### config.mk
export PLATFORM = sky130hd
export DESIGN_NAME = utf8_to_ascii_substituter_flat
export DESIGN_NICKNAME = d
export VERILOG_FILES = /design/src/sv/uas_pkg.sv /design/src/sv/uas_in_if.sv /design/src/sv/uas_out_if.sv /design/src/sv/uas_core.sv /design/src/sv/uas_out_fifo.sv /design/src/sv/utf8_to_ascii_substituter.sv /design/src/flat_wrapper.sv
export SDC_FILE = /design/constraint.sdc
export NUM_CORES = 1
export LEC_CHECK = 0
export BUFFER_PORTS_ARGS = -buffer_cell sky130_fd_sc_hd__buf_2
export CAP_MARGIN = 15
export CORE_ASPECT_RATIO = 0.8
export CORE_MARGIN = 1.5
export CORE_UTILIZATION = 59
export DETAILED_ROUTE_END_ITERATION = 8
export MAX_ROUTING_LAYER = met4
export PLACE_DENSITY = 0.75
export SYNTH_ARGS = -nofsm -noshare
export SYNTH_HDL_FRONTEND = slang
export SYNTH_SLANG_ARGS = --single-unit
### constraint.sdc
create_clock -name i_clk -period 6.25 [get_ports i_clk]
set_input_delay 0.3125 -clock i_clk [delete_from_list [all_inputs] [get_ports i_clk]]
set_output_delay 0.3125 -clock i_clk [all_outputs]
set_load 0.02 [all_outputs]
### src/sv/uas_pkg.sv
`default_nettype none

package uas_pkg;

    // Output queue depth, a power of two, at least two
    localparam int UAS_FIFO_DEPTH = 4;
    localparam int UAS_PTR_W      = $clog2(UAS_FIFO_DEPTH);
    localparam int UAS_CNT_W      = $clog2(UAS_FIFO_DEPTH + 1);

    // Pending byte count
    localparam logic [1:0] UAS_HELD_NONE = 2'd0;
    localparam logic [1:0] UAS_HELD_ONE  = 2'd1;
    localparam logic [1:0] UAS_HELD_TWO  = 2'd2;

    // Number of results written per beat
    localparam logic [1:0] UAS_WR_NONE = 2'd0;
    localparam logic [1:0] UAS_WR_ONE  = 2'd1;
    localparam logic [1:0] UAS_WR_TWO  = 2'd2;

    // Lead classes
    localparam logic [7:0] UAS_MASK_2B = 8'hE0;
    localparam logic [7:0] UAS_LEAD_2B = 8'hC0;
    localparam logic [7:0] UAS_MASK_3B = 8'hF0;
    localparam logic [7:0] UAS_LEAD_3B = 8'hE0;
    localparam logic [7:0] UAS_MASK_4B = 8'hF8;
    localparam logic [7:0] UAS_LEAD_4B = 8'hF0;

    // Known leads and continuation bytes
    localparam logic [7:0] UAS_C2      = 8'hC2;
    localparam logic [7:0] UAS_CB      = 8'hCB;
    localparam logic [7:0] UAS_E2      = 8'hE2;
    localparam logic [7:0] UAS_EF      = 8'hEF;
    localparam logic [7:0] UAS_NBSP    = 8'hA0;
    localparam logic [7:0] UAS_MOD_PL  = 8'h96;
    localparam logic [7:0] UAS_MOD_MI  = 8'h97;
    localparam logic [7:0] UAS_PUNCT   = 8'h80;
    localparam logic [7:0] UAS_PUNCT2  = 8'h81;
    localparam logic [7:0] UAS_MATH    = 8'h88;
    localparam logic [7:0] UAS_BOM2    = 8'hBB;
    localparam logic [7:0] UAS_BOM3    = 8'hBF;
    localparam logic [7:0] UAS_SP_LAST = 8'h8B;
    localparam logic [7:0] UAS_LSQ     = 8'h98;
    localparam logic [7:0] UAS_RSQ     = 8'h99;
    localparam logic [7:0] UAS_LDQ     = 8'h9C;
    localparam logic [7:0] UAS_RDQ     = 8'h9D;
    localparam logic [7:0] UAS_NNBSP   = 8'hAF;
    localparam logic [7:0] UAS_INVSEP  = 8'hA3;
    localparam logic [7:0] UAS_INVPL   = 8'hA4;
    localparam logic [7:0] UAS_MINUS   = 8'h92;

    // ASCII replacements
    localparam logic [7:0] UAS_A_SPACE = 8'h20;
    localparam logic [7:0] UAS_A_APOS  = 8'h27;
    localparam logic [7:0] UAS_A_QUOTE = 8'h22;
    localparam logic [7:0] UAS_A_PLUS  = 8'h2B;
    localparam logic [7:0] UAS_A_MINUS = 8'h2D;
    localparam logic [7:0] UAS_NO_SUB  = 8'h00;

    typedef struct packed {
        logic [7:0] in_byte;
        logic       final_byte;
    } t_in_item;

    typedef struct packed {
        logic [7:0] out_byte;
        logic       byte_present;
        logic       text_end;
        logic       run_last;
    } t_out_item;

    typedef struct packed {
        logic [1:0] count;
        t_out_item  item0;
        t_out_item  item1;
    } t_wr;

    function automatic logic is_lead_2b(input logic [7:0] x);
        return (x & UAS_MASK_2B) == UAS_LEAD_2B;
    endfunction

    function automatic logic is_lead_3b(input logic [7:0] x);
        return (x & UAS_MASK_3B) == UAS_LEAD_3B;
    endfunction

    function automatic logic is_lead_4b(input logic [7:0] x);
        return (x & UAS_MASK_4B) == UAS_LEAD_4B;
    endfunction

    // Leads that can open a known sequence
    function automatic logic is_known_lead(input logic [7:0] x);
        return x == UAS_C2 || x == UAS_CB || x == UAS_E2 || x == UAS_EF;
    endfunction

    function automatic logic [7:0] match_two(input logic [7:0] lead, input logic [7:0] b);
        logic [7:0] sub;
        sub = UAS_NO_SUB;
        if (lead == UAS_C2 && b == UAS_NBSP) begin
            sub = UAS_A_SPACE;
        end else if (lead == UAS_CB && b == UAS_MOD_PL) begin
            sub = UAS_A_PLUS;
        end else if (lead == UAS_CB && b == UAS_MOD_MI) begin
            sub = UAS_A_MINUS;
        end
        return sub;
    endfunction

    function automatic logic second_ok(input logic [7:0] lead, input logic [7:0] b);
        logic ok;
        ok = 1'b0;
        if (lead == UAS_E2) begin
            ok = b == UAS_PUNCT || b == UAS_PUNCT2 || b == UAS_MATH;
        end else if (lead == UAS_EF) begin
            ok = b == UAS_BOM2;
        end
        return ok;
    endfunction

    function automatic logic [7:0] match_three(input logic [7:0] lead, input logic [7:0] s,
                                               input logic [7:0] t);
        logic [7:0] sub;
        sub = UAS_NO_SUB;
        if (lead == UAS_EF) begin
            if (s == UAS_BOM2 && t == UAS_BOM3) sub = UAS_A_SPACE;
        end else if (lead == UAS_E2) begin
            if (s == UAS_PUNCT) begin
                if (t >= UAS_PUNCT && t <= UAS_SP_LAST) sub = UAS_A_SPACE;
                else if (t == UAS_LSQ || t == UAS_RSQ) sub = UAS_A_APOS;
                else if (t == UAS_LDQ || t == UAS_RDQ) sub = UAS_A_QUOTE;
                else if (t == UAS_NNBSP)               sub = UAS_A_SPACE;
            end else if (s == UAS_PUNCT2) begin
                if (t == UAS_NBSP || t == UAS_INVSEP) sub = UAS_A_SPACE;
                else if (t == UAS_INVPL)              sub = UAS_A_PLUS;
            end else if (s == UAS_MATH && t == UAS_MINUS) begin
                sub = UAS_A_MINUS;
            end
        end
        return sub;
    endfunction

endpackage

`default_nettype wire

### src/sv/uas_in_if.sv
`default_nettype none

interface uas_in_if;
    logic               valid;
    logic               ready;
    uas_pkg::t_in_item  data;

    modport source (output valid, output data, input ready);
    modport sink   (input valid, input data, output ready);
endinterface

`default_nettype wire

### src/sv/uas_out_if.sv
`default_nettype none

interface uas_out_if;
    logic               valid;
    logic               ready;
    uas_pkg::t_out_item data;

    modport source (output valid, output data, input ready);
    modport sink   (input valid, input data, output ready);
endinterface

`default_nettype wire

### src/sv/uas_core.sv
`default_nettype none

module uas_core (
    input  wire logic              i_clk,
    input  wire logic              i_rst_n,
    input  wire logic              i_valid,
    input  wire uas_pkg::t_in_item i_item,
    output logic                   o_ready,
    input  wire logic              i_room,
    output uas_pkg::t_wr           o_wr
);

    logic       r_in_valid;
    logic [7:0] r_in_byte;
    logic       r_in_final;

    logic [7:0] r_lead,   n_lead;
    logic [7:0] r_second, n_second;
    logic [1:0] r_count,  n_count;

    logic       w_adv;
    logic       w_fresh;
    logic       w_present;
    logic [1:0] w_nb;
    logic [7:0] w_b0, w_b1, w_sub2, w_sub3;

    assign w_adv   = r_in_valid && i_room;
    assign o_ready = !r_in_valid || i_room;

    // Input stage
    always_ff @(posedge i_clk) begin
        if (!i_rst_n) begin
            r_in_valid <= 1'b0;
        end else if (o_ready) begin
            r_in_valid <= i_valid;
        end
        if (o_ready && i_valid) begin
            r_in_byte  <= i_item.in_byte;
            r_in_final <= i_item.final_byte;
        end
    end

    assign w_sub2 = uas_pkg::match_two(r_lead, r_in_byte);
    assign w_sub3 = uas_pkg::match_three(r_lead, r_second, r_in_byte);

    always_comb begin
        n_lead    = r_lead;
        n_second  = r_second;
        n_count   = uas_pkg::UAS_HELD_NONE;
        w_b0      = r_in_byte;
        w_b1      = r_in_byte;
        w_nb      = uas_pkg::UAS_WR_NONE;
        w_fresh   = 1'b0;
        w_present = 1'b1;

        case (r_count)
            uas_pkg::UAS_HELD_ONE: begin
                if (uas_pkg::is_lead_2b(r_lead)) begin
                    if (w_sub2 != uas_pkg::UAS_NO_SUB) begin
                        w_b0 = w_sub2;
                        w_nb = uas_pkg::UAS_WR_ONE;
                    end else begin
                        w_fresh = 1'b1;
                    end
                end else if (uas_pkg::second_ok(r_lead, r_in_byte)) begin
                    n_second = r_in_byte;
                    n_count  = uas_pkg::UAS_HELD_TWO;
                end else begin
                    w_fresh = 1'b1;
                end
            end
            uas_pkg::UAS_HELD_TWO: begin
                if (w_sub3 != uas_pkg::UAS_NO_SUB) begin
                    w_b0 = w_sub3;
                    w_nb = uas_pkg::UAS_WR_ONE;
                end else begin
                    // failed sequence: pass the held continuation raw
                    w_b0    = r_second;
                    w_nb    = uas_pkg::UAS_WR_ONE;
                    w_fresh = 1'b1;
                end
            end
            default: begin
                w_fresh = 1'b1;
            end
        endcase

        if (w_fresh) begin
            if (uas_pkg::is_lead_2b(r_in_byte) || uas_pkg::is_lead_3b(r_in_byte)) begin
                if (uas_pkg::is_known_lead(r_in_byte)) begin
                    n_lead  = r_in_byte;
                    n_count = uas_pkg::UAS_HELD_ONE;
                end
            end else if (!uas_pkg::is_lead_4b(r_in_byte)) begin
                // append at the next free slot; w_b0/w_b1 already carry the byte
                if (w_nb == uas_pkg::UAS_WR_NONE) begin
                    w_nb = uas_pkg::UAS_WR_ONE;
                end else begin
                    w_nb = uas_pkg::UAS_WR_TWO;
                end
            end
        end

        if (r_in_final) begin
            // flush a held second byte raw; it is the current beat
            if (n_count == uas_pkg::UAS_HELD_TWO) begin
                w_b0 = n_second;
                w_nb = uas_pkg::UAS_WR_ONE;
            end
            n_lead   = '0;
            n_second = '0;
            n_count  = uas_pkg::UAS_HELD_NONE;
            if (w_nb == uas_pkg::UAS_WR_NONE) begin
                w_b0      = '0;
                w_nb      = uas_pkg::UAS_WR_ONE;
                w_present = 1'b0;
            end
        end
    end

    always_ff @(posedge i_clk) begin
        if (!i_rst_n) begin
            r_lead   <= '0;
            r_second <= '0;
            r_count  <= uas_pkg::UAS_HELD_NONE;
        end else if (w_adv) begin
            r_lead   <= n_lead;
            r_second <= n_second;
            r_count  <= n_count;
        end
    end

    always_comb begin
        o_wr.count              = w_adv ? w_nb : uas_pkg::UAS_WR_NONE;
        o_wr.item0.out_byte     = w_b0;
        o_wr.item0.byte_present = w_present;
        o_wr.item0.run_last     = w_nb == uas_pkg::UAS_WR_ONE;
        o_wr.item0.text_end     = r_in_final && (w_nb == uas_pkg::UAS_WR_ONE);
        o_wr.item1.out_byte     = w_b1;
        o_wr.item1.byte_present = w_present;
        o_wr.item1.run_last     = 1'b1;
        o_wr.item1.text_end     = r_in_final;
    end

    a_final_clears: assert property (@(posedge i_clk) disable iff (!i_rst_n)
        (w_adv && r_in_final) |=> (r_count == uas_pkg::UAS_HELD_NONE))
        else $error("state not cleared after end of text");

    a_final_writes: assert property (@(posedge i_clk) disable iff (!i_rst_n)
        (w_adv && r_in_final) |-> (o_wr.count != uas_pkg::UAS_WR_NONE))
        else $error("end of text gave no result");

    a_count_legal: assert property (@(posedge i_clk) disable iff (!i_rst_n)
        (r_count != 2'd3) && (o_wr.count != 2'd3))
        else $error("illegal pending or write count");

endmodule

`default_nettype wire

### src/sv/uas_out_fifo.sv
`default_nettype none

module uas_out_fifo (
    input  wire logic               i_clk,
    input  wire logic               i_rst_n,
    input  wire uas_pkg::t_wr       i_wr,
    output logic                    o_room,
    output logic                    o_valid,
    input  wire logic               i_ready,
    output uas_pkg::t_out_item      o_item
);

    localparam int PtrW = uas_pkg::UAS_PTR_W;
    localparam int CntW = uas_pkg::UAS_CNT_W;

    uas_pkg::t_out_item r_mem [uas_pkg::UAS_FIFO_DEPTH];

    logic [PtrW-1:0] r_wptr, r_rptr, w_wptr1;
    logic [CntW-1:0] r_count, n_count;
    logic            w_rd;

    assign w_wptr1 = r_wptr + PtrW'(1);
    assign w_rd    = o_valid && i_ready;
    assign o_valid = r_count != '0;
    assign o_item  = r_mem[r_rptr];
    // room for a two-beat write
    assign o_room  = r_count <= CntW'(uas_pkg::UAS_FIFO_DEPTH - 2);
    assign n_count = r_count + CntW'(i_wr.count) - CntW'(w_rd);

    always_ff @(posedge i_clk) begin
        if (i_wr.count != uas_pkg::UAS_WR_NONE) begin
            r_mem[r_wptr] <= i_wr.item0;
        end
        if (i_wr.count == uas_pkg::UAS_WR_TWO) begin
            r_mem[w_wptr1] <= i_wr.item1;
        end
    end

    always_ff @(posedge i_clk) begin
        if (!i_rst_n) begin
            r_wptr  <= '0;
            r_rptr  <= '0;
            r_count <= '0;
        end else begin
            r_wptr  <= r_wptr + PtrW'(i_wr.count);
            r_rptr  <= r_rptr + PtrW'(w_rd);
            r_count <= n_count;
        end
    end

    a_no_overflow: assert property (@(posedge i_clk) disable iff (!i_rst_n)
        (i_wr.count != uas_pkg::UAS_WR_NONE) |-> o_room)
        else $error("write without room");

    a_depth: assert property (@(posedge i_clk) disable iff (!i_rst_n)
        r_count <= CntW'(uas_pkg::UAS_FIFO_DEPTH))
        else $error("queue count beyond depth");

endmodule

`default_nettype wire

### src/sv/utf8_to_ascii_substituter.sv
// Channel   Dir  Payload                                          Handshake
// i_in      in   in_byte[7:0], final_byte                         valid/ready
// o_out     out  out_byte[7:0], byte_present, text_end, run_last  valid/ready
//
// One input beat per cycle while the queue has room; each beat gives zero,
// one or two result beats. An accepted beat is registered in the input
// stage, and its results are written to a four-entry queue; input stalls
// while fewer than two entries are free, so a slow sink throttles the input.
// Synchronous active-low reset clears the pending bytes and empties the queue.
`default_nettype none

module utf8_to_ascii_substituter (
    input  wire logic i_clk,
    input  wire logic i_rst_n,
    uas_in_if.sink    i_in,
    uas_out_if.source o_out
);

    uas_pkg::t_wr w_wr;
    logic         w_room;

    uas_core u_core (
        .i_clk   (i_clk),
        .i_rst_n (i_rst_n),
        .i_valid (i_in.valid),
        .i_item  (i_in.data),
        .o_ready (i_in.ready),
        .i_room  (w_room),
        .o_wr    (w_wr)
    );

    uas_out_fifo u_fifo (
        .i_clk   (i_clk),
        .i_rst_n (i_rst_n),
        .i_wr    (w_wr),
        .o_room  (w_room),
        .o_valid (o_out.valid),
        .i_ready (o_out.ready),
        .o_item  (o_out.data)
    );

endmodule

`default_nettype wire

### src/flat_wrapper.sv
// flat-port wrapper written by rule: the top's interface ports become plain ports
module utf8_to_ascii_substituter_flat 
  (i_clk, i_rst_n, i_in_valid, i_in_data, i_in_ready, o_out_valid, o_out_data, o_out_ready);
  uas_in_if i_in_i ();
  uas_out_if o_out_i ();
  input  wire logic i_clk;
  input  wire logic i_rst_n;
  input wire logic [$bits(i_in_i.valid)-1:0] i_in_valid;
  input wire logic [$bits(i_in_i.data)-1:0] i_in_data;
  output wire logic [$bits(i_in_i.ready)-1:0] i_in_ready;
  output wire logic [$bits(o_out_i.valid)-1:0] o_out_valid;
  output wire logic [$bits(o_out_i.data)-1:0] o_out_data;
  input wire logic [$bits(o_out_i.ready)-1:0] o_out_ready;
  assign i_in_i.valid = i_in_valid;
  assign i_in_i.data = i_in_data;
  assign i_in_ready = i_in_i.ready;
  assign o_out_valid = o_out_i.valid;
  assign o_out_data = o_out_i.data;
  assign o_out_i.ready = o_out_ready;
  utf8_to_ascii_substituter u_core (.i_clk(i_clk), .i_rst_n(i_rst_n), .i_in(i_in_i), .o_out(o_out_i));
endmodule
=== After elaboration in Yosys (flattened, before gate mapping) ===
Memories as Yosys holds them, arrays and structs flattened. A register that Yosys moved wholly into a read port is not among the register bits.
Index checks and enable logic that the tools add are counted.

* Eq/ne operators: 37
* Reduce and logical (&&, ||, !) cells: 31
* Multiplexer cells: 65
* Add/sub/neg operators: 5
* Order comparisons: 3

{| class="wikitable"
|+ Operators by type and width
! cell !! number
|-
| 8-bit == test (second input constant) || 28
|-
| 8-bit two-way mux || 18
|-
| 6-bit two-way mux || 11
|-
| 2-bit two-way mux || 17
|-
| 1-bit two-way mux || 16
|-
| 8-bit case mux with 2 select lines || 1
|-
| 8-bit nonzero test || 2
|-
| 1-bit logical AND || 10
|-
| 1-bit logical OR || 10
|-
| 8-bit greater-or-equal comparator (second input constant) || 1
|-
| 8-bit less-or-equal comparator (second input constant) || 1
|-
| 2-bit nonzero test || 4
|-
| 2-bit == test (second input constant) || 3
|-
| 3-bit == test (second input constant) || 2
|-
| 5-bit == test (second input constant) || 1
|-
| 2-bit by 1-bit == test with 1-bit output (second input constant) || 2
|-
| 4-bit == test (second input constant) || 1
|-
| 2-bit logical NOT || 2
|-
| 1-bit case mux with 2 select lines || 2
|-
| 4-bit AND reduction || 1
|-
| 3-bit by 2-bit adder with 3-bit output || 1
|-
| 3-bit by 2-bit less-or-equal comparator with 1-bit output (second input constant) || 1
|-
| 3-bit nonzero test || 1
|-
| 3-bit by 1-bit subtractor with 3-bit output || 1
|-
| 4 further kinds || 4
|}

* Output and inout port bits: 13
* Bits in writable memories: 44
* Bits in registers: 35
* Logic and storage cells: 151
* Input bits: 13
* Memories kept: 1

{| class="wikitable"
|+ Memories
! memory !! words !! width !! rd ports !! clocked after Yosys merged registers in !! wr ports !! line !! source
|-
| u_core.u_fifo.r_mem || 4 || 11 || 1 || 1 || 2 || uas_out_fifo.sv:16 || <nowiki>uas_pkg::t_out_item r_mem [uas_pkg::UAS_FIFO_DEPTH];</nowiki>
|}

=== Logic depth before layout (Yosys ltp) ===
Gate-level depths: netlist of the first run.

* Depth in word-level cells: 23
* Mapped depth: 19
* Mapped depth without buffers: 18

=== By module ===
From an unflattened synthesis of the first run, not the netlist that was laid out.

* Cell total of the unflattened synthesis: 386
* Area total of the unflattened synthesis: 4668.2 µm²

{| class="wikitable"
|+ Modules (own cells, without submodules)
! module !! times used !! area each (µm²) !! cells an instance !! seq. area each (µm²)
|-
| uas_out_fifo || 1 || 2677.6 || 152 || 1461.4
|-
| uas_core || 1 || 1990.7 || 234 || 650.6
|}

=== Worst setup path after synthesis of the first run ===
Ideal clock, no wire load.

* Path kind: register -> register
* From: reg u_core.u_core.r_in_byte[6]
* To: reg u_core.u_fifo.r_count[2]
* Path buffers: 1
* Stages on the path, launching flop included: 20
* Period minus slack after synthesis: 3.839 ns
* Path slack: 2.411 ns
* Library setup time: 0.115 ns
* Required time: 6.135 ns
* Arrival time: 3.725 ns
* Path through: edfxtp_1 -> buf_2 -> nor3b_2 -> nand4_1 -> a21oi_1 -> a21oi_1 -> nor2_1 -> ha_1 -> nand2_1 -> a21oi_2 -> a21o_2 -> o21ai_0 -> ha_1 -> inv_1 -> ha_1 -> inv_1 -> fa_1 -> xor2_1 -> xnor2_1 -> and2_1

* Longest elaborated chain between the ends: 22
* Elaborated cells between the ends (all ways): 89
* Classes of those cells: add/sub (2); order compare (2); eq/ne (24); mux (42); reduce/logical (19)

{| class="wikitable"
|+ RTL lines
! element !! line !! source
|-
| from (decl) || uas_core.sv:14 || <nowiki>logic [7:0] r_in_byte;</nowiki>
|-
| from (signal assigned) || uas_core.sv:38 || <nowiki>r_in_byte <= i_item.in_byte;</nowiki>
|-
| 8-bit == test || uas_pkg.sv:101 || <nowiki>end else if (lead == UAS_CB && b == UAS_MOD_MI) begin</nowiki>
|-
| 1-bit logical AND || uas_pkg.sv:101 ||
|-
| 6-bit two-way mux || uas_pkg.sv:101 ||
|-
| 6-bit two-way mux || uas_pkg.sv:99 || <nowiki>end else if (lead == UAS_CB && b == UAS_MOD_PL) begin</nowiki>
|-
| 6-bit two-way mux || uas_pkg.sv:97 || <nowiki>if (lead == UAS_C2 && b == UAS_NBSP) begin</nowiki>
|-
| 8-bit nonzero test || uas_core.sv:59 || <nowiki>if (w_sub2 != uas_pkg::UAS_NO_SUB) begin</nowiki>
|-
| 1-bit two-way mux || uas_core.sv:59 ||
|-
| 1-bit two-way mux || uas_core.sv:58 || <nowiki>if (uas_pkg::is_lead_2b(r_lead)) begin</nowiki>
|-
| [6 not listed] || n/a ||
|-
| 2-bit two-way mux || uas_core.sv:106 || <nowiki>if (n_count == uas_pkg::UAS_HELD_TWO) begin</nowiki>
|-
| 2-bit two-way mux || uas_core.sv:104 || <nowiki>if (r_in_final) begin</nowiki>
|-
| 2-bit logical NOT || uas_core.sv:113 || <nowiki>if (w_nb == uas_pkg::UAS_WR_NONE) begin</nowiki>
|-
| 2-bit two-way mux || uas_core.sv:113 ||
|-
| 2-bit two-way mux (*) || uas_core.sv:104 ||
|-
| 2-bit two-way mux (*) || uas_core.sv:134 || <nowiki>o_wr.count = w_adv ? w_nb : uas_pkg::UAS_WR_NONE;</nowiki>
|-
| 3-bit by 2-bit adder with 3-bit output (*) || uas_out_fifo.sv:28 || <nowiki>assign n_count = r_count + CntW'(i_wr.count) - CntW'(w_rd);</nowiki>
|-
| 3-bit by 1-bit subtractor with 3-bit output (*) || uas_out_fifo.sv:28 ||
|-
| to (signal assigned) || uas_out_fifo.sv:47 || <nowiki>r_count <= n_count;</nowiki>
|-
| to (decl) || uas_out_fifo.sv:19 || <nowiki>logic [CntW-1:0] r_count, n_count;</nowiki>
|}

Mark *: on every way between the ends. The rest lies on a longest branch, timed or not. The select of a mux whose other input is x is not followed.
A chain may end at the register's enable or synchronous reset.

=== Worst setup path after layout of the first run ===
* From: reg u_core.u_core.r_in_byte[5]
* To: reg u_core.u_fifo.r_count[2]

Same word-level chain as after synthesis.

==> qor.yml, run 1 <==
status:
  status: "complete, no violations"
routing:
  met3_length_um: 813
  viasPerCell: 6.63
  final_antenna_net_count: 0
  wl_um: 10800
  drt_first_iter_violations: 254
  routed.top_layer: "met4"
  drc: 0
  wl_met1_um: 4860
  avgRoutedWirePerCell_um: 20.6
  wl_met2_um: 4840
  vias: 3476
  dr.pass1.iters: 5
logic_synthesis:
  syn_avg_cell_area_um2: 11.3
  synth_cell_types: 79
  synth_nets: 423
  ys_seq_area_share_pct: 45.6
  yosys-top-cells-area: "edfxtp_1 (32%), dfxtp_1 (13%), a22o_1 (6.2%)"
  synth_top_cell_by_area: "edfxtp_1"
  yosysTopAreaCellShare_pct: 32.4
  synth_area_mm2: 0.00455
  ys_ff_latch: 79
  syn_inst: 401
  yosys-top-cells-count: "edfxtp_1 (49), a22o_1 (32), dfxtp_1 (30)"
  ys.flop_type: "edfxtp_1"
  async_reset_ff_share_pct: 0
  synth-edff-count: 49
  yosys_warnings: 0
  synth_most_common_cell: "edfxtp_1"
timing:
  worstMarginPinSlew_ps: 1050
  hold_viol_final: 0
  rsz0062_at_grt: "false"
  finClkSkew_ps: 9.14
  min_period_over_period_pct: 71.2
  finalSetupViolCount: 0
  fin_tns_setup_ps: 0
  drv_slew: 0
  maxSlewHeadroom_pct: 30.0
  max_freq_mhz: 225
  period_minus_slack_ps: 4450
floorplanning:
  core-area_mm2: 0.00743
  start_util_pct: 61.2
  fp.dieW_um: 101
  fp.dieH_um: 81.5
  die_area_mm2: 0.00824
  num_rows: 28
  io_pins: 26
job:
  max_cap_viol_count: 0
critical_path:
  cp-start-kind: "register"
  rr_endpoint: "u_core.u_fifo.r_count[2]"
  cp-startpoint: "u_core.u_core.r_in_byte[5]"
  critical_path_buf_inv_count: 2
  cp_num_cells: 18
  r2r_slack_ps: 1800
  cp_max_fo: 16
  rr_worst_depth: 18
  worst_path_dominant_cell_family: "compound AO/OA/AOI/OAI gates"
  arrival_ps: 4710
  crit_chain: "nor3b_1, nand4_1, a21oi_1, a21oi_1, nor2_1, ha_1, nand2_1, a21oi_2, a21o_2, o21ai_0, ha_1, inv_1, ha_1, inv_1, fa_1, xor2_1, xnor2_1, and2_1"
  cpMostUsedCell: "ha_1"
  crit_path_max_incr_delay_ps: 760
  path_class: "register to register"
  critPathCaptureType: "register"
  critPathSlowestCell: "edfxtp_1"
  required_ps: 6510
  r2r-start: "u_core.u_core.r_in_byte[5]"
  endpoint: "u_core.u_fifo.r_count[2]"
global_route:
  antenna_found_initial: 0
  grt_pass1_vias: 3245
  track_usage_pct: 29.0
  grt_first_pass_wirelength_um: 17500
  grt_max_degree: 27
  gr-total-overflow: 0
place:
  gp_congestion: 0.972
  dp_hpwl_um: 7720
  portBuffers: 25
  placed_cells: 508
  post_dp_cell_area_mm2: 0.00469
clock_tree:
  clk_latency_ps: 370
  cts_sinks: 79
  cts_max_path_buffers: 2
  postCtsSetupBuffers: 0
  cts_buffers: 9
  post_cts_resize_count: 0
  cts_htree_levels: 3
  ctsHoldBuffers: 0
  path_clk_slew_ps: 80
  cts_tree: "done"
  cts-root-buf: "clkbuf_8"
layout:
  syn_to_final_growth_pct: 8.18
  fin_area_mm2: 0.00492
  antenna_cells: 0
  fin_cells: 524
  drive_gt1_share_pct: 19.8
  final_nets: 436
power_and_ir_drop:
  p_per_area_mw_per_mm2: 284
  p_leak_nw: 1.61
  peakVddDrop_mv: 0.158
worst_hold_path:
  hold_class: "input pin to register"
cell usage in the layout, fill, tap and decap left out, types with 9 or more instances in the layout:
cell and instances:
mux4_2 11, dfxtp_1 30, a22o_1 32, buf_2 25
edfxtp_1 49, nand2_1 24, and2_1 10, inv_1 12
nor2_1 15, nor2b_1 12, a21oi_1 21, clkbuf_8 9
o21ai_0 9
sequential cells by signal, indices dropped and copies added, names as in the netlist:
register and flops:
u_core.u_core.r_count 2, u_core.u_core.r_in_byte 8, u_core.u_core.r_in_final 1, u_core.u_core.r_in_valid 1, u_core.u_core.r_lead 8, u_core.u_core.r_second 8, u_core.u_fifo.r_count 3, u_core.u_fifo.r_mem 44
u_core.u_fifo.r_rptr 2, u_core.u_fifo.r_wptr 2
per-stage QoR:
step / hold slack (ps) / power [mW] / worst slack, ps / utilization, %
6_report: 119 / 1.40 / 1800 / 66.2
5_1_grt: 119 / 1.46 / 1500 / 66.2
4_1_cts: 114 / 1.40 / 1870 / 66.2
3_5_place_dp: 490 / 0.967 / 1850 / 63.1
3_3_place_gp: 476 / 0.961 / 2030 / 63.1
2_1_floorplan: 411 / 0.885 / 2410 / -
report_power, final:
group          leakage (nW)  internal, mW  switching [mW]  total, mW
combinational         0.853         0.138           0.162      0.300
clock                 0.113         0.230           0.210      0.440
sequential            0.647         0.594          0.0618      0.656
routing by layer:
layer	up-vias	track usage, %
li1	1603	-
met1	1684	39.9
met2	159	42.8
met3	30	5.87
met4	0	10.6
met5	-	-
kinds of logic after synthesis:
family,Yosys count,share of synthesized area [%]
buffers and inverters,36,3.63
adders and majority gates,9,2.64
muxes,12,5.67
DFF,79,45.6
xor gates and xnor gates,6,1.16
and+or+nand+nor,131,18.4
AOI/OAI and AO/OA,128,23.0
final cells by class:
class | instances | area, um^2
repair buffers | 26 | 133
well taps | 105 | 131
clock inverters | 7 | 104
inverters | 12 | 45.0
multi-input cells | 286 | 2310
clock buffers | 9 | 124
flip-flops and latches | 79 | 2070
fillers | 587 | 2510
how the worst min path moves through the flow:
stage | to | slack (ps) | cells after the start | start
floorplan | u_core.u_core.r_in_byte[0] | 410 | 0 | i_in_data[1]
global placement | u_core.u_core.r_lead[0] | 480 | 2 | u_core.u_core.r_lead[0]
detailed placement | u_core.u_fifo.r_mem[2][0] | 490 | 2 | u_core.u_fifo.r_mem[2][0]
CTS | u_core.u_core.r_in_byte[3] | 110 | 1 | i_in_data[4]
global route | u_core.u_core.r_in_final | 120 | 1 | i_in_data[0]
finish | u_core.u_core.r_in_byte[1] | 120 | 1 | i_in_data[2]
Power figures use the tool's default switching activity.
==> run 2, diff against run 1 <==
- clock period: 6.25 -> 4.27 ns (I/O delays scaled with it)
==> qor.yml, run 2 (same netlist as run 1, synthesis figures left out) <==
power_and_ir_drop:
  p_leak_nw: 1.70
  power_mw: 1.96
  p_per_area_mw_per_mm2: 388
  peakVddDrop_mv: 0.248
timing:
  fin_tns_setup_ps: 0
  finClkSkew_ps: 10.5
  worst_slack_ps: 289
  period_minus_slack_ps: 3980
  hold_viol_final: 0
  finalSetupViolCount: 0
  maxSlewHeadroom_pct: 33.2
  min_period_over_period_pct: 93.2
  holdWs_ps: 15.1
  rsz0062_at_grt: "false"
  max_freq_mhz: 251
  worstMarginPinSlew_ps: 1000
  drv_slew: 0
layout:
  largest_reg_flops: 44
  final_core_util_pct: 67.9
  regArea_mm2: 0.00207
  layout_common_cells: "edfxtp_1 (49), a22o_1 (32), dfxtp_1 (30)"
  regMostFlops: "u_core.u_fifo.r_mem"
  fillers: 593
  fin_cells: 547
  final_common_cell: "edfxtp_1"
  drive_gt1_share_pct: 23.8
  syn_to_final_growth_pct: 11.0
  fin_area_mm2: 0.00505
  final_nets: 459
  antenna_cells: 0
  multi_input_area_mm2: 0.00231
routing:
  avgRoutedWirePerCell_um: 20.6
  wl_um: 11300
  dr.pass1.iters: 5
  final_antenna_net_count: 0
  drc: 0
  drt_first_iter_violations: 244
  viasPerCell: 6.46
  vias: 3536
critical_path:
  path_class: "register to register"
  rr_endpoint: "u_core.u_fifo.r_count[2]"
  arrival_ps: 4240
  critPathSlowestCell: "edfxtp_1"
  crit_chain: "nor3b_4, nand4_1, a21oi_1, a21oi_1, nor2_1, ha_1, nand2_1, a21oi_2, a21o_2, o21ai_0, ha_1, inv_1, ha_1, inv_1, fa_1, xor2_1, xnor2_1, and2_1"
  critPathCaptureType: "register"
  worst_path_dominant_cell_family: "adder cells"
  cp_num_cells: 18
  crit_path_max_incr_delay_ps: 530
  required_ps: 4530
  critical_path_buf_inv_count: 2
  cp_max_fo: 8
  r2r-start: "u_core.u_core.r_in_byte[1]"
  rr_worst_depth: 18
  r2r_slack_ps: 290
  endpoint: "u_core.u_fifo.r_count[2]"
  cp-startpoint: "u_core.u_core.r_in_byte[1]"
  cp-start-kind: "register"
  cpMostUsedCell: "ha_1"
global_route:
  antenna_found_initial: 0
  gr-total-overflow: 0
  grt_pass1_vias: 3240
  grt_first_pass_wirelength_um: 17500
  grt_max_degree: 27
  track_usage_pct: 29.3
clock_tree:
  cts-root-buf: "clkbuf_8"
  cts_buffers: 9
  path_clk_slew_ps: 90
  ctsHoldBuffers: 0
  cts_max_path_buffers: 2
  clk_latency_ps: 370
  cts_tree: "done"
  cts_sinks: 79
  cts_htree_levels: 3
floorplanning:
  num_rows: 28
  start_util_pct: 61.2
  die_area_mm2: 0.00824
  core-area_mm2: 0.00743
  fp.dieH_um: 81.5
  fp.dieW_um: 101
  io_pins: 26
status:
  status: "complete, no violations"
place:
  post_dp_cell_area_mm2: 0.00481
  gp_congestion: 0.964
  dp_slack_ps: 213
  portBuffers: 25
  dp_hpwl_um: 8010
  placed_cells: 524
job:
  max_cap_viol_count: 0
worst_hold_path:
  hold_class: "input pin to register"
==> run 2: worst min-delay path by stage <==
stage	start	cells after the start	end	slack [ps]
floorplan	i_in_data[1]	0	u_core.u_core.r_in_byte[0]	310
global placement	i_in_data[6]	1	u_core.u_core.r_in_byte[5]	390
detailed placement	i_in_data[4]	1	u_core.u_core.r_in_byte[3]	390
CTS	i_in_data[2]	1	u_core.u_core.r_in_byte[1]	10
global route	i_in_data[2]	1	u_core.u_core.r_in_byte[1]	8
finish	i_in_data[2]	1	u_core.u_core.r_in_byte[1]	20
==> run 2: cell type report <==
class | count | share of cell area (%)
multi-input cells | 286 | 45.9
flip-flops and latches | 79 | 41.1
repair buffers | 49 | 6.05
well taps | 105 | 2.60
clock buffers | 9 | 2.45
clock inverters | 7 | 1.07
inverters | 12 | 0.893
==> run 2: report_power, final <==
part / internal, mW / switching (mW)
combinational: 0.223 / 0.267
clock: 0.217 / 0.310
sequential: 0.870 / 0.0699
==> run 2: layer usage <==
| layer | track usage (%) | vias up | share of wire [%] |
|---|---|---|---|
| met1 | 40.3 | 1719 | 45 |
| li1 | - | 1645 | - |
| met4 | 9.17 | 0 | 1.6 |
| met5 | - | - | 0 |
| met2 | 44.5 | 152 | 46 |
| met3 | 5.45 | 20 | 7.2 |
==> run 2: worst reg2reg max path, stage by stage, from the launching register on <==
cell and delay, ps:
edfxtp_1 530, nor3b_4 310, nand4_1 200, a21oi_1 260, a21oi_1 110, nor2_1 170, ha_1 250, nand2_1 70
a21oi_2 70, a21o_2 280, o21ai_0 260, ha_1 280, inv_1 60, ha_1 140, inv_1 60, fa_1 380
xor2_1 170, xnor2_1 120, and2_1 160
==> run 2: timing repair <==
item                       4_1_cts  5_1_grt
setup endpoints to repair        0        1
resized for setup                0        1
setup buffers                    0        7
==> run 3, diff against run 2 <==
- CORE_ASPECT_RATIO: 0.8 -> 0.7
==> qor.yml, run 3 (same netlist as run 1, synthesis figures left out) <==
job:
  max_cap_viol_count: 0
global_route:
  track_usage_pct: 29.4
  grt_max_degree: 27
  grt_pass1_vias: 3371
  grt_first_pass_wirelength_um: 17900
  antenna_found_initial: 0
  gr-total-overflow: 0
layout:
  final_nets: 450
  syn_to_final_growth_pct: 8.92
  antenna_cells: 0
  layout_common_cells: "edfxtp_1 (49), a22o_1 (32), dfxtp_1 (30)"
  final_common_cell: "edfxtp_1"
  final_core_util_pct: 67.0
  largest_reg_flops: 44
  regMostFlops: "u_core.u_fifo.r_mem"
  drive_gt1_share_pct: 22.2
clock_tree:
  path_clk_slew_ps: 80
  ctsHoldBuffers: 0
  cts_htree_levels: 3
  post_cts_resize_count: 0
  cts_max_path_buffers: 2
  cts_tree: "done"
  cts_buffers: 9
  clk_latency_ps: 360
  postCtsSetupBuffers: 0
  cts_sinks: 79
  cts-root-buf: "clkbuf_8"
power_and_ir_drop:
  p_int_mw: 1.29
  switching_share_pct: 31.8
  p_per_area_mw_per_mm2: 383
  power.share.sequential_pct: 49.9
  switching_power_mw: 0.603
  power_frac_comb_pct: 25.0
  peakVddDrop_mv: 0.314
  power.share.clock_pct: 25.0
  power_mw: 1.89
  p_leak_nw: 1.65
timing:
  finClkSkew_ps: 7.01
  rsz0062_at_grt: "false"
  worst_slack_ps: 302
  max_freq_mhz: 252
  min_period_over_period_pct: 92.9
  drv_slew: 0
  worstMarginPinSlew_ps: 955
  maxSlewHeadroom_pct: 36.3
  finalSetupViolCount: 0
  fin_tns_setup_ps: 0
  hold_viol_final: 0
  period_minus_slack_ps: 3970
routing:
  dr.pass1.iters: 6
  final_antenna_net_count: 0
  wl_um: 11000
  avgRoutedWirePerCell_um: 20.8
  drt_first_iter_violations: 336
  vias: 3502
  viasPerCell: 6.60
  drc: 0
floorplanning:
  fp.dieH_um: 76.4
  fp.dieW_um: 108
  core-area_mm2: 0.00738
  start_util_pct: 61.6
  io_pins: 26
  die_area_mm2: 0.00825
  num_rows: 26
critical_path:
  cp-start-kind: "register"
  path_class: "register to register"
  arrival_ps: 4230
  required_ps: 4530
  cp_max_fo: 8
  critPathCaptureType: "register"
status:
  status: "complete, no violations"
place:
  dp_hpwl_um: 8240
  dp_slack_ps: 304
  portBuffers: 25
  gp_congestion: 0.991
worst_hold_path:
  hold_class: "input pin to register"
==> run 3: changes by cell type in the layout (fill, tap and decap cells not counted) <==
cell / before / now
nor3b_4: 1 / 0
clkinvlp_4: 1 / 3
nor3b_2: 0 / 1
clkinv_4: 1 / 0
clkinv_1: 1 / 0
clkbuf_1: 0 / 1
inv_8: 1 / 0
clkinvlp_2: 1 / 0
clkinv_2: 0 / 3
inv_6: 2 / 0
buf_4: 24 / 15
==> run 3: per-layer routing <==
layer | wire length [um] | GRT usage, % | up-vias | part of all wire, %
met5 | 0 | - | - | 0
met4 | 151 | 8.03 | 0 | 1.4
met3 | 842 | 7.53 | 21 | 7.6
met2 | 5000 | 43.6 | 149 | 45
met1 | 5030 | 40.3 | 1708 | 46
li1 | - | - | 1624 | -
==> run 3: power groups by stage <==
stage,clock (mW),sequential (mW),combinational [mW]
floorplan,0,0.912,0.384
global placement,0,0.958,0.462
detailed placement,0,0.963,0.467
CTS,0.483,0.946,0.470
global route,0.510,0.956,0.519
finish,0.474,0.946,0.474
==> run 3: area by class of cell <==
class,instances,area [um^2]
inverter,12,45.0
timing repair buffer,40,238
clock buffer,10,128
clock inverter,6,37.5
sequential,79,2070
tap,98,123
multi-input combinational,286,2310
fill,570,2430
==> run 3: worst max-delay path, cell delays in order (launching register included) <==
cell,delay (ps)
edfxtp_1,520
buf_4,190
nor4b_1,440
a2111oi_2,170
a31o_4,280
o21ai_4,250
a21oi_2,130
a21o_2,280
o21ai_0,280
ha_1,290
inv_1,60
ha_1,130
inv_1,50
fa_1,380
xor2_1,170
xnor2_1,120
and2_1,150
==> run 3: per-stage QoR <==
step	hold WS, ps	instance area, um^2	std cells
2_1_floorplan	312	4550	401
3_3_place_gp	390	4760	512
3_5_place_dp	392	4760	512
4_1_cts	13.1	4930	528
5_1_grt	8.98	4950	531
6_report	28.1	4950	531
==> run 3: path summary, 6_finish.rpt <==
check	endpoint	cells after the start	startpoint	slack [ps]
worst max-delay path	u_core.u_fifo.r_count[2]	16	u_core.u_core.r_in_byte[6]	300
worst min-delay path	u_core.u_core.r_in_byte[3]	1	i_in_data[4]	30
worst max register to register	u_core.u_fifo.r_count[2]	16	u_core.u_core.r_in_byte[6]	300
worst min register to register	u_core.u_core.r_lead[0]	2	u_core.u_core.r_lead[0]	500
